`config.mk`:
```
export PLATFORM = sky130hd
export DESIGN_NAME = rotate_point_three_axis_unit
export DESIGN_NICKNAME = d
export VERILOG_FILES = /design/src/rtl/rpta_pkg.sv /design/src/rtl/rotate_point_three_axis_unit.sv
export SDC_FILE = /design/constraint.sdc
export NUM_CORES = 2
export LEC_CHECK = 0
export BUFFER_PORTS_ARGS = -buffer_cell sky130_fd_sc_hd__buf_2
export CORE_ASPECT_RATIO = 1.1
export CORE_MARGIN = 3
export CORE_UTILIZATION = 40
export CTS_CLUSTER_SIZE = 28
export DETAILED_ROUTE_END_ITERATION = 10
export PLACE_DENSITY = 0.6
export SYNTH_ARGS = -nofsm -noshare
export SYNTH_HDL_FRONTEND = slang
export SYNTH_SLANG_ARGS = --single-unit
```
`constraint.sdc`:
```
create_clock -name clock -period 13.64 [get_ports clock]
set_clock_uncertainty 0.1 [all_clocks]
set_input_delay 2.046 -clock clock [delete_from_list [all_inputs] [get_ports clock]]
set_output_delay 2.046 -clock clock [all_outputs]
set_load 0.01 [all_outputs]
```
`src/rtl/rpta_pkg.sv`:
```
`timescale 1ns / 1ps
`default_nettype none
package rpta_pkg;

   localparam int CORDIC_STEPS_DEF = 16;
   localparam int DW = 40;
   localparam int KW = 31;

   localparam logic signed [DW-1:0] ANG_PI      = 40'sd3373259426;
   localparam logic signed [DW-1:0] ANG_TWO_PI  = 40'sd6746518853;
   localparam logic signed [DW-1:0] ANG_HALF_PI = 40'sd1686629713;

   function automatic logic signed [DW-1:0] atan_q30(input logic [4:0] idx);
      logic signed [DW-1:0] v;
      case (idx)
         5'd0:  v = 40'sd843314856;
         5'd1:  v = 40'sd497837829;
         5'd2:  v = 40'sd263043836;
         5'd3:  v = 40'sd133525158;
         5'd4:  v = 40'sd67021686;
         5'd5:  v = 40'sd33543515;
         5'd6:  v = 40'sd16775850;
         5'd7:  v = 40'sd8388437;
         5'd8:  v = 40'sd4194282;
         5'd9:  v = 40'sd2097149;
         5'd10: v = 40'sd1048575;
         5'd11: v = 40'sd524287;
         5'd12: v = 40'sd262143;
         5'd13: v = 40'sd131071;
         5'd14: v = 40'sd65535;
         5'd15: v = 40'sd32767;
         5'd16: v = 40'sd16383;
         5'd17: v = 40'sd8191;
         5'd18: v = 40'sd4095;
         5'd19: v = 40'sd2047;
         5'd20: v = 40'sd1023;
         5'd21: v = 40'sd511;
         5'd22: v = 40'sd255;
         5'd23: v = 40'sd127;
         5'd24: v = 40'sd63;
         5'd25: v = 40'sd31;
         5'd26: v = 40'sd15;
         5'd27: v = 40'sd7;
         5'd28: v = 40'sd3;
         5'd29: v = 40'sd1;
         default: v = '0;
      endcase
      return v;
   endfunction

   function automatic logic [63:0] gain_g(input int steps);
      logic [63:0] p;
      logic [63:0] n;
      logic [63:0] res;
      logic [63:0] bit_v;
      p = 64'd1 << 60;
      for (int i = 0; i < 64; i++) begin
         if (i < steps && 2 * i < 64) begin
            p = p + (p >> (2 * i));
         end
      end
      n = p;
      res = '0;
      bit_v = 64'd1 << 62;
      for (int j = 0; j < 32; j++) begin
         if (bit_v > n) begin
            bit_v = bit_v >> 2;
         end
      end
      for (int j = 0; j < 32; j++) begin
         if (bit_v != 0) begin
            if (n >= res + bit_v) begin
               n = n - (res + bit_v);
               res = (res >> 1) + bit_v;
            end else begin
               res = res >> 1;
            end
            bit_v = bit_v >> 2;
         end
      end
      if (res == 0) begin
         res = 64'd1;
      end
      return res;
   endfunction

endpackage
`default_nettype wire

```
`src/rtl/rotate_point_three_axis_unit.sv`:
```
`timescale 1ns / 1ps
`default_nettype none
// Rotates a Q16.16 point by up to three Q3.13 angles with one shared CORDIC
// shift-add unit and one 21x32 multiplier for gain correction. Pulse start
// while busy is low; the inputs are captured then. The result appears on the
// rsp_ ports for exactly one cycle with rsp_valid high and must be taken then:
// the block cannot be stalled. An item with all angles zero goes from its
// fetch straight to the result. Otherwise each step begins with a fetch,
// and a skipped rotation is passed over within it. A vectoring pass adds
// CORDIC_STEPS iterations and one low and high multiplier pass. A rotation
// pass adds angle reduction, CORDIC_STEPS iterations and two low and high
// multiplier passes, one per coordinate. One more fetch ends the item. An
// item with all three angles runs two vectoring and five rotation passes.
// The shared iteration unit sets the item time.
module rotate_point_three_axis_unit
   import rpta_pkg::*;
#(
   parameter int CORDIC_STEPS = CORDIC_STEPS_DEF
) (
   input  wire logic               clock,
   input  wire logic               reset,
   input  wire logic               start,
   output logic                    busy,
   input  wire logic signed [31:0] req_x_in,
   input  wire logic signed [31:0] req_y_in,
   input  wire logic signed [31:0] req_z_in,
   input  wire logic signed [15:0] req_angle_lr,
   input  wire logic signed [15:0] req_angle_tb,
   input  wire logic signed [15:0] req_angle_cc,
   output logic                    rsp_valid,
   output logic signed [31:0]      rsp_x_out,
   output logic signed [31:0]      rsp_y_out,
   output logic signed [31:0]      rsp_z_out
);

   localparam logic [63:0] G_VAL = gain_g(CORDIC_STEPS);
   localparam logic [KW-1:0] K_VAL = KW'(((64'd1 << 60) + G_VAL / 2) / G_VAL);
   localparam int CNT_W = $clog2(CORDIC_STEPS);
   localparam logic [CNT_W-1:0] CNT_LAST = CNT_W'(CORDIC_STEPS - 1);

   typedef enum logic [2:0] {
      S_IDLE, S_FETCH, S_RED, S_ITER, S_MLO, S_MHI
   } state_type;

   typedef enum logic [2:0] {
      M_NONE = 3'b000, M_CC = 3'b001, M_TB = 3'b010, M_TBCC = 3'b011,
      M_LR = 3'b100, M_LRCC = 3'b101, M_LRTB = 3'b110, M_ALL = 3'b111
   } mode_type;

   typedef enum logic [1:0] {K_END, K_VEC1, K_VEC2, K_ROT} kind_type;
   typedef enum logic [1:0] {P_LR, P_TB, P_CC} plane_type;
   typedef enum logic [2:0] {A_IN, A_T1, A_NT1, A_T2, A_NT2, A_R} asel_type;

   typedef struct packed {
      kind_type  kind;
      plane_type plane;
      asel_type  asel;
   } op_type;

   function automatic op_type mk(kind_type k, plane_type p, asel_type a);
      op_type o;
      o.kind = k;
      o.plane = p;
      o.asel = a;
      return o;
   endfunction

   function automatic op_type op_table(mode_type m, logic [2:0] i);
      op_type o;
      o = mk(K_END, P_LR, A_IN);
      case (m)
         M_LR:   if (i == 3'd0) o = mk(K_ROT, P_LR, A_IN);
         M_TB:   if (i == 3'd0) o = mk(K_ROT, P_TB, A_IN);
         M_CC:   if (i == 3'd0) o = mk(K_ROT, P_CC, A_IN);
         M_LRTB: begin
            case (i)
               3'd0: o = mk(K_VEC1, P_LR, A_IN);
               3'd1: o = mk(K_ROT, P_CC, A_T1);
               3'd2: o = mk(K_ROT, P_LR, A_R);
               3'd3: o = mk(K_ROT, P_CC, A_NT1);
               default: o = mk(K_END, P_LR, A_IN);
            endcase
         end
         M_LRCC: begin
            case (i)
               3'd0: o = mk(K_VEC1, P_LR, A_IN);
               3'd1: o = mk(K_ROT, P_TB, A_T1);
               3'd2: o = mk(K_ROT, P_LR, A_R);
               3'd3: o = mk(K_ROT, P_TB, A_NT1);
               default: o = mk(K_END, P_LR, A_IN);
            endcase
         end
         M_TBCC: begin
            case (i)
               3'd0: o = mk(K_VEC1, P_LR, A_IN);
               3'd1: o = mk(K_ROT, P_LR, A_T1);
               3'd2: o = mk(K_ROT, P_TB, A_R);
               3'd3: o = mk(K_ROT, P_LR, A_NT1);
               default: o = mk(K_END, P_LR, A_IN);
            endcase
         end
         M_ALL: begin
            case (i)
               3'd0: o = mk(K_VEC1, P_LR, A_IN);
               3'd1: o = mk(K_VEC2, P_LR, A_IN);
               3'd2: o = mk(K_ROT, P_CC, A_T1);
               3'd3: o = mk(K_ROT, P_LR, A_T2);
               3'd4: o = mk(K_ROT, P_TB, A_R);
               3'd5: o = mk(K_ROT, P_LR, A_NT2);
               3'd6: o = mk(K_ROT, P_CC, A_NT1);
               default: o = mk(K_END, P_LR, A_IN);
            endcase
         end
         default: o = mk(K_END, P_LR, A_IN);
      endcase
      return o;
   endfunction

   function automatic logic signed [31:0] sat32(logic signed [DW-1:0] v);
      logic signed [31:0] r;
      if (v > 40'sd2147483647) begin
         r = 32'sh7fffffff;
      end else if (v < -40'sd2147483648) begin
         r = 32'sh80000000;
      end else begin
         r = v[31:0];
      end
      return r;
   endfunction

   state_type state_ff, state_in;
   mode_type mode_ff, mode_in;
   logic [2:0] idx_ff, idx_in;
   logic [CNT_W-1:0] cnt_ff, cnt_in;
   logic mul_sel_ff, mul_sel_in;
   logic rneg_ff, rneg_in;
   logic signed [DW-1:0] px_ff, px_in, py_ff, py_in, pz_ff, pz_in;
   logic signed [DW-1:0] cx_ff, cx_in, cy_ff, cy_in, ang_ff, ang_in;
   logic signed [DW-1:0] va_ff, va_in, vb_ff, vb_in, vb2_ff, vb2_in;
   logic signed [DW-1:0] ain_ff, ain_in, t1_ff, t1_in, t2_ff, t2_in;
   logic signed [DW-1:0] m_ff, m_in;
   logic signed [71:0] acc_ff, acc_in;
   logic rsp_valid_ff, rsp_valid_in;
   logic signed [31:0] rx_ff, rx_in, ry_ff, ry_in, rz_ff, rz_in;

   op_type op;
   logic signed [DW-1:0] lr40, tb40, cc40, alr, atb, tbs, ccs_l, ccs_t;
   logic signed [DW-1:0] phi, uc, vc, sx, sy, atn, rmag, mul_src, res;
   logic signed [20:0] mul_a;
   logic signed [52:0] prod;
   logic signed [71:0] sum;
   logic cw;

   assign op = op_table(mode_ff, idx_ff);

   assign lr40 = DW'(req_angle_lr);
   assign tb40 = DW'(req_angle_tb);
   assign cc40 = DW'(req_angle_cc);
   assign alr = req_angle_lr[15] ? -lr40 : lr40;
   assign atb = req_angle_tb[15] ? -tb40 : tb40;
   assign tbs = req_angle_lr[15] ? -tb40 : tb40;
   assign ccs_l = req_angle_lr[15] ? -cc40 : cc40;
   assign ccs_t = req_angle_tb[15] ? -cc40 : cc40;

   assign sx = cx_ff >>> cnt_ff;
   assign sy = cy_ff >>> cnt_ff;
   assign atn = atan_q30(5'(cnt_ff));
   assign cw = (op.kind == K_ROT) ? (ang_ff >= 0) : (cy_ff < 0);
   assign rmag = rneg_ff ? -(m_ff <<< 2) : (m_ff <<< 2);

   assign mul_src = mul_sel_ff ? cy_ff : cx_ff;
   assign mul_a = (state_ff == S_MHI) ? {mul_src[DW-1], mul_src[DW-1:20]}
                                      : {1'b0, mul_src[19:0]};
   assign prod = mul_a * $signed({1'b0, K_VAL});
   assign sum = acc_ff + (72'(prod) <<< 20) + 72'sd536870912;
   assign res = sum[69:30];

   always_comb begin
      case (op.asel)
         A_IN:    phi = ain_ff;
         A_T1:    phi = t1_ff;
         A_NT1:   phi = -t1_ff;
         A_T2:    phi = t2_ff;
         A_NT2:   phi = -t2_ff;
         A_R:     phi = rmag;
         default: phi = ain_ff;
      endcase
      case (op.plane)
         P_LR:    begin uc = px_ff; vc = pz_ff; end
         P_TB:    begin uc = py_ff; vc = pz_ff; end
         default: begin uc = px_ff; vc = py_ff; end
      endcase
   end

   always_comb begin
      state_in = state_ff;
      mode_in = mode_ff;
      idx_in = idx_ff;
      cnt_in = cnt_ff;
      mul_sel_in = mul_sel_ff;
      rneg_in = rneg_ff;
      px_in = px_ff;
      py_in = py_ff;
      pz_in = pz_ff;
      cx_in = cx_ff;
      cy_in = cy_ff;
      ang_in = ang_ff;
      va_in = va_ff;
      vb_in = vb_ff;
      vb2_in = vb2_ff;
      ain_in = ain_ff;
      t1_in = t1_ff;
      t2_in = t2_ff;
      m_in = m_ff;
      acc_in = acc_ff;
      rsp_valid_in = 1'b0;
      rx_in = rx_ff;
      ry_in = ry_ff;
      rz_in = rz_ff;
      case (state_ff)
         S_IDLE: begin
            if (start) begin
               mode_in = mode_type'({req_angle_lr != 0, req_angle_tb != 0,
                                     req_angle_cc != 0});
               idx_in = '0;
               px_in = DW'(req_x_in);
               py_in = DW'(req_y_in);
               pz_in = DW'(req_z_in);
               vb2_in = ccs_t <<< 15;
               case (mode_in)
                  M_LRTB: begin
                     va_in = alr <<< 15; vb_in = tbs <<< 15;
                  end
                  M_LRCC: begin
                     va_in = alr <<< 15; vb_in = -(ccs_l <<< 15);
                  end
                  M_TBCC: begin
                     va_in = atb <<< 15; vb_in = ccs_t <<< 15;
                  end
                  default: begin
                     va_in = alr <<< 15; vb_in = -(tbs <<< 15);
                  end
               endcase
               rneg_in = (mode_in == M_TBCC || mode_in == M_ALL) ?
                         req_angle_tb[15] : req_angle_lr[15];
               case (mode_in)
                  M_TB:    ain_in = tb40 <<< 17;
                  M_CC:    ain_in = cc40 <<< 17;
                  default: ain_in = lr40 <<< 17;
               endcase
               state_in = S_FETCH;
            end
         end
         S_FETCH: begin
            cnt_in = '0;
            mul_sel_in = 1'b0;
            case (op.kind)
               K_END: begin
                  rx_in = sat32(px_ff);
                  ry_in = sat32(py_ff);
                  rz_in = sat32(pz_ff);
                  rsp_valid_in = 1'b1;
                  state_in = S_IDLE;
               end
               K_VEC1: begin
                  cx_in = va_ff; cy_in = vb_ff; ang_in = '0;
                  state_in = S_ITER;
               end
               K_VEC2: begin
                  cx_in = m_ff; cy_in = vb2_ff; ang_in = '0;
                  state_in = S_ITER;
               end
               default: begin
                  cx_in = vc; cy_in = uc; ang_in = phi;
                  if (phi == 0 || (vc == 0 && uc == 0)) begin
                     idx_in = idx_ff + 3'd1;
                  end else begin
                     state_in = S_RED;
                  end
               end
            endcase
         end
         S_RED: begin
            if (ang_ff > ANG_PI) begin
               ang_in = ang_ff - ANG_TWO_PI;
            end else if (ang_ff <= -ANG_PI) begin
               ang_in = ang_ff + ANG_TWO_PI;
            end else if (ang_ff > ANG_HALF_PI) begin
               cx_in = -cx_ff; cy_in = -cy_ff; ang_in = ang_ff - ANG_PI;
               state_in = S_ITER;
            end else if (ang_ff < -ANG_HALF_PI) begin
               cx_in = -cx_ff; cy_in = -cy_ff; ang_in = ang_ff + ANG_PI;
               state_in = S_ITER;
            end else begin
               state_in = S_ITER;
            end
         end
         S_ITER: begin
            if (cw) begin
               cx_in = cx_ff - sy; cy_in = cy_ff + sx; ang_in = ang_ff - atn;
            end else begin
               cx_in = cx_ff + sy; cy_in = cy_ff - sx; ang_in = ang_ff + atn;
            end
            cnt_in = cnt_ff + 1'b1;
            if (cnt_ff == CNT_LAST) begin
               state_in = S_MLO;
            end
         end
         S_MLO: begin
            acc_in = 72'(prod);
            state_in = S_MHI;
         end
         S_MHI: begin
            if (!mul_sel_ff) begin
               cx_in = res;
               if (op.kind == K_ROT) begin
                  mul_sel_in = 1'b1;
                  state_in = S_MLO;
               end else begin
                  m_in = res;
                  if (op.kind == K_VEC1) begin
                     t1_in = ang_ff;
                  end else begin
                     t2_in = ang_ff;
                  end
                  idx_in = idx_ff + 3'd1;
                  state_in = S_FETCH;
               end
            end else begin
               case (op.plane)
                  P_LR:    begin px_in = res; pz_in = cx_ff; end
                  P_TB:    begin py_in = res; pz_in = cx_ff; end
                  default: begin px_in = res; py_in = cx_ff; end
               endcase
               idx_in = idx_ff + 3'd1;
               state_in = S_FETCH;
            end
         end
         default: state_in = S_IDLE;
      endcase
   end

   always_ff @(posedge clock) begin
      if (reset) begin
         state_ff <= S_IDLE;
         rsp_valid_ff <= 1'b0;
      end else begin
         state_ff <= state_in;
         rsp_valid_ff <= rsp_valid_in;
      end
      mode_ff <= mode_in;
      idx_ff <= idx_in;
      cnt_ff <= cnt_in;
      mul_sel_ff <= mul_sel_in;
      rneg_ff <= rneg_in;
      px_ff <= px_in;
      py_ff <= py_in;
      pz_ff <= pz_in;
      cx_ff <= cx_in;
      cy_ff <= cy_in;
      ang_ff <= ang_in;
      va_ff <= va_in;
      vb_ff <= vb_in;
      vb2_ff <= vb2_in;
      ain_ff <= ain_in;
      t1_ff <= t1_in;
      t2_ff <= t2_in;
      m_ff <= m_in;
      acc_ff <= acc_in;
      rx_ff <= rx_in;
      ry_ff <= ry_in;
      rz_ff <= rz_in;
   end

   assign busy = (state_ff != S_IDLE);
   assign rsp_valid = rsp_valid_ff;
   assign rsp_x_out = rx_ff;
   assign rsp_y_out = ry_ff;
   assign rsp_z_out = rz_ff;

endmodule
`default_nettype wire

```
==> flow_summary.ini <==
[timing]
fmax_mhz = 80.9
holdWs_ns = 0.512
worst_pin_slew_ns = 1.26
fin_setup_tns_ns = 0
max_slew_margin = 0.158
final-max-slew-violation-count = 0
setup_viol = 0
fin_crit_sh = 0.906
fin_crit_ns = 12.36
hold_viol = 0
rsz0062_at_grt = no

[layout]
multi_input_area_um2 = 43800
fin_nets = 8250
nFillCells = 15958
seqCellArea_um2 = 18400
fin_util = 0.442
syn_to_final_growth_pct = 9.32
drive_gt1_frac = 0.110

[logic_synthesis]
synthFlopType = edfxtp_1
ys_ff_latch = 624
ys_async_sr_fraction = 0
syn-num-nets = 8225
synth_cells = 7326
synth_edf_count = 591
syn_area_per_cell_um2 = 9.00
yosysSeqAreaShare = 0.279
synthDistinctLibCells = 115
syn_area_um2 = 65900
ys.warnings.count = 0

[clock_network]
cts-hold-fix-buffers = 0
cts_tree = done
cts.path.max_buffers = 3
h-tree-depth = 3
insertion_delay_ns = 0.71
ctsResizeCount = 0
cts_buffers = 74
clockRootBuffer = clkbuf_16
post-cts-setup-buffer-count = 0
clk_pin_slew_ns = 0.07
clock-sinks = 624

[die]
design.die.area_um2 = 170000
die_height_um = 432
start_util = 0.404
io_pins = 245
rows = 155
die_x_um = 393
coreArea_um2 = 163000

[min_path]
whs_path_depth = 1
hold_path.class = reg -> reg
min_from = px_ff[17]
holdPathEnd = rsp_x_out[17]

[routing]
drcViolationCount = 0
dr.pass1.iters = 8
first_iter_violations = 7736
wire_per_inst_um = 29.8
vias_per_cell = 6.37
vias = 61294
wl_mm = 286
route.antenna.remaining_nets = 0

[run]
max_cap_violations = 0

[grt]
grt.total_usage = 0.328
grt.overflow.total = 0
antenna_found_initial = 13
grt_max_degree = 98
grt_pass1_vias = 58199
grt_pass1_wl_mm = 409

[setup_path]
worstPathArrival_ns = 12.66
worst_setup_path_start_kind = register
crit_top_cell = fa_1
path_max_fanout = 23
cp_slowest_cell = dfxtp_1
slowest_delay_ns = 0.82
ff2ff_path_depth = 35
end_kind = register
worstReg2RegStart = state_ff[2]
r2r_slack_ns = 1.28
crit_required_ns = 13.94
r2r_end = cx_ff[36]
critPathKind = reg -> reg

[placed_design]
post-dp-hpwl_mm = 224
gp_congestion = 1.03
port_buffers = 244

[run_status]
status = finished, final reports clean
## flip-flops by register name, indices dropped and copies added, names as in the netlist, 4 cells and up
| register | cells |
|---|---|
| ang_ff | 40 |
| px_ff | 40 |
| vb_ff | 25 |
| py_ff | 40 |
| pz_ff | 40 |
| rsp_x_out | 32 |
| m_ff | 40 |
| t2_ff | 40 |
| va_ff | 25 |
| rsp_y_out | 32 |
| cx_ff | 40 |
| vb2_ff | 25 |
| atn | 29 |
| cnt_ff | 4 |
| cy_ff | 40 |
| acc_ff | 32 |
| t1_ff | 40 |
| ain_ff | 16 |
| rsp_z_out | 32 |
## layer usage
layer | track usage | vias to the layer above | wire length [µm]
met1 | 0.410 | 30099 | 108000
met4 | 0.204 | 12 | 21200
met5 | 0 | - | 81
met3 | 0.0722 | 783 | 28000
li1 | - | 26795 | -
met2 | 0.515 | 3605 | 129000
## critical path: cells and delay by family (launching register included)
family                     cells  cell delay, ns
AOI/OAI and AO/OA             12            2.95
xor gates and xnor gates       2            0.63
adders and majority gates     10            4.78
buffers and inverters          4            0.26
DFF                            1            0.82
muxes                          1            0.72
and+or+nand+nor                6            1.80
## kinds of logic (layout without fill, tap and decap cells)
family                   Yosys count  in the layout  synth area share
other                              0             13                 0
AND/OR/NAND/NOR                 2160           2160             0.157
adder cells (fa/ha/maj)          753            753             0.174
buffers and inverters           1007           1092            0.0605
XOR/XNOR                         543            543            0.0723
AO/OA/AOI/OAI                   1986           1986             0.196
multiplexers                     253            253            0.0611
flip-flops                       624            624             0.279
## metrics by stage
stage | instances | cell area, µm² | setup slack, ns
finish | 9622 | 72100 | 1.28
detailed placement | 9473 | 69400 | 1.39
CTS | 9609 | 72000 | 1.35
global route | 9611 | 72100 | 0.546
global placement | 9473 | 69400 | 1.54
floorplan | 7326 | 65900 | 2.59
## cell usage in the layout, fill, tap and decap left out, types with 58 or more instances in the layout
master,netlist,routed
xor2_1,223,222
nor4_1,89,86
inv_1,554,553
clkbuf_16,0,74
a221oi_1,79,79
nand4_1,64,64
xnor2_1,319,318
a21o_1,216,215
nor3_1,138,136
buf_4,4,153
edfxtp_1,591,591
nand3_1,124,124
mux4_2,108,108
o31ai_1,65,65
a21oi_1,518,511
o21ai_0,422,418
or3_1,66,66
mux2i_1,88,88
nor2_1,487,475
ha_1,481,480
a31oi_1,103,102
and3_1,60,59
buf_2,15,244
nand2b_1,59,58
fa_1,271,271
nand2_1,785,783
## Yosys cell counts, types with 16 or more instances
library cell  count  share of area
a21o_1          216          0.025
or4_1            53         0.0060
nor3_1          138          0.010
or2_2            37         0.0035
buf_1            55         0.0031
o221ai_1         41         0.0054
ha_1            481          0.091
a22oi_1          42         0.0048
edfxtp_1        591           0.27
and4_1           21         0.0028
a211o_1          21         0.0028
nand2b_1         59         0.0056
nor2b_1          54         0.0051
o41ai_1          32         0.0043
a31oi_1         103         0.0098
a21oi_1         518          0.039
nand3b_1         16         0.0018
mux2_2           49         0.0084
o21bai_1         52         0.0059
nand2_1         785          0.045
nand3_1         124         0.0094
o31ai_1          65         0.0074
fa_1            271          0.082
nor4_1           89         0.0084
a221oi_1         79          0.010
clkbuf_1        349          0.020
a211oi_1         56         0.0064
xor2_1          223          0.030
nand4_1          64         0.0061
o21a_1           39         0.0044
a21boi_0         18         0.0020
o211ai_1         52         0.0059
o22ai_1          47         0.0045
or3_1            66         0.0063
nor2_1          487          0.028
mux2i_1          88          0.013
a221o_1          28         0.0043
and2_1           35         0.0033
inv_1           554          0.032
o21ai_0         422          0.032
and3_1           60         0.0057
dfxtp_1          33          0.010
mux4_2          108          0.037
xnor2_1         319          0.042
## layout make-up
class,instances,share of cell area
timing repair buffer,397,0.0329
antenna,13,0.000451
sequential,624,0.255
tap,2198,0.0382
clock inverter,54,0.00967
multi-input combinational,5695,0.608
clock buffer,82,0.0265
inverter,559,0.0291
## worst max-delay path by stage
stage / startpoint / end
floorplan: state_ff[1] / cx_ff[36]
global placement: state_ff[2] / cx_ff[36]
detailed placement: state_ff[2] / cx_ff[36]
CTS: state_ff[2] / cx_ff[36]
global route: state_ff[2] / py_ff[39]
finish: state_ff[2] / cx_ff[36]
Power is left out: the tool's default activity adds up to more than one toggle a clock period on the data nets, which glitch-free logic cannot reach.
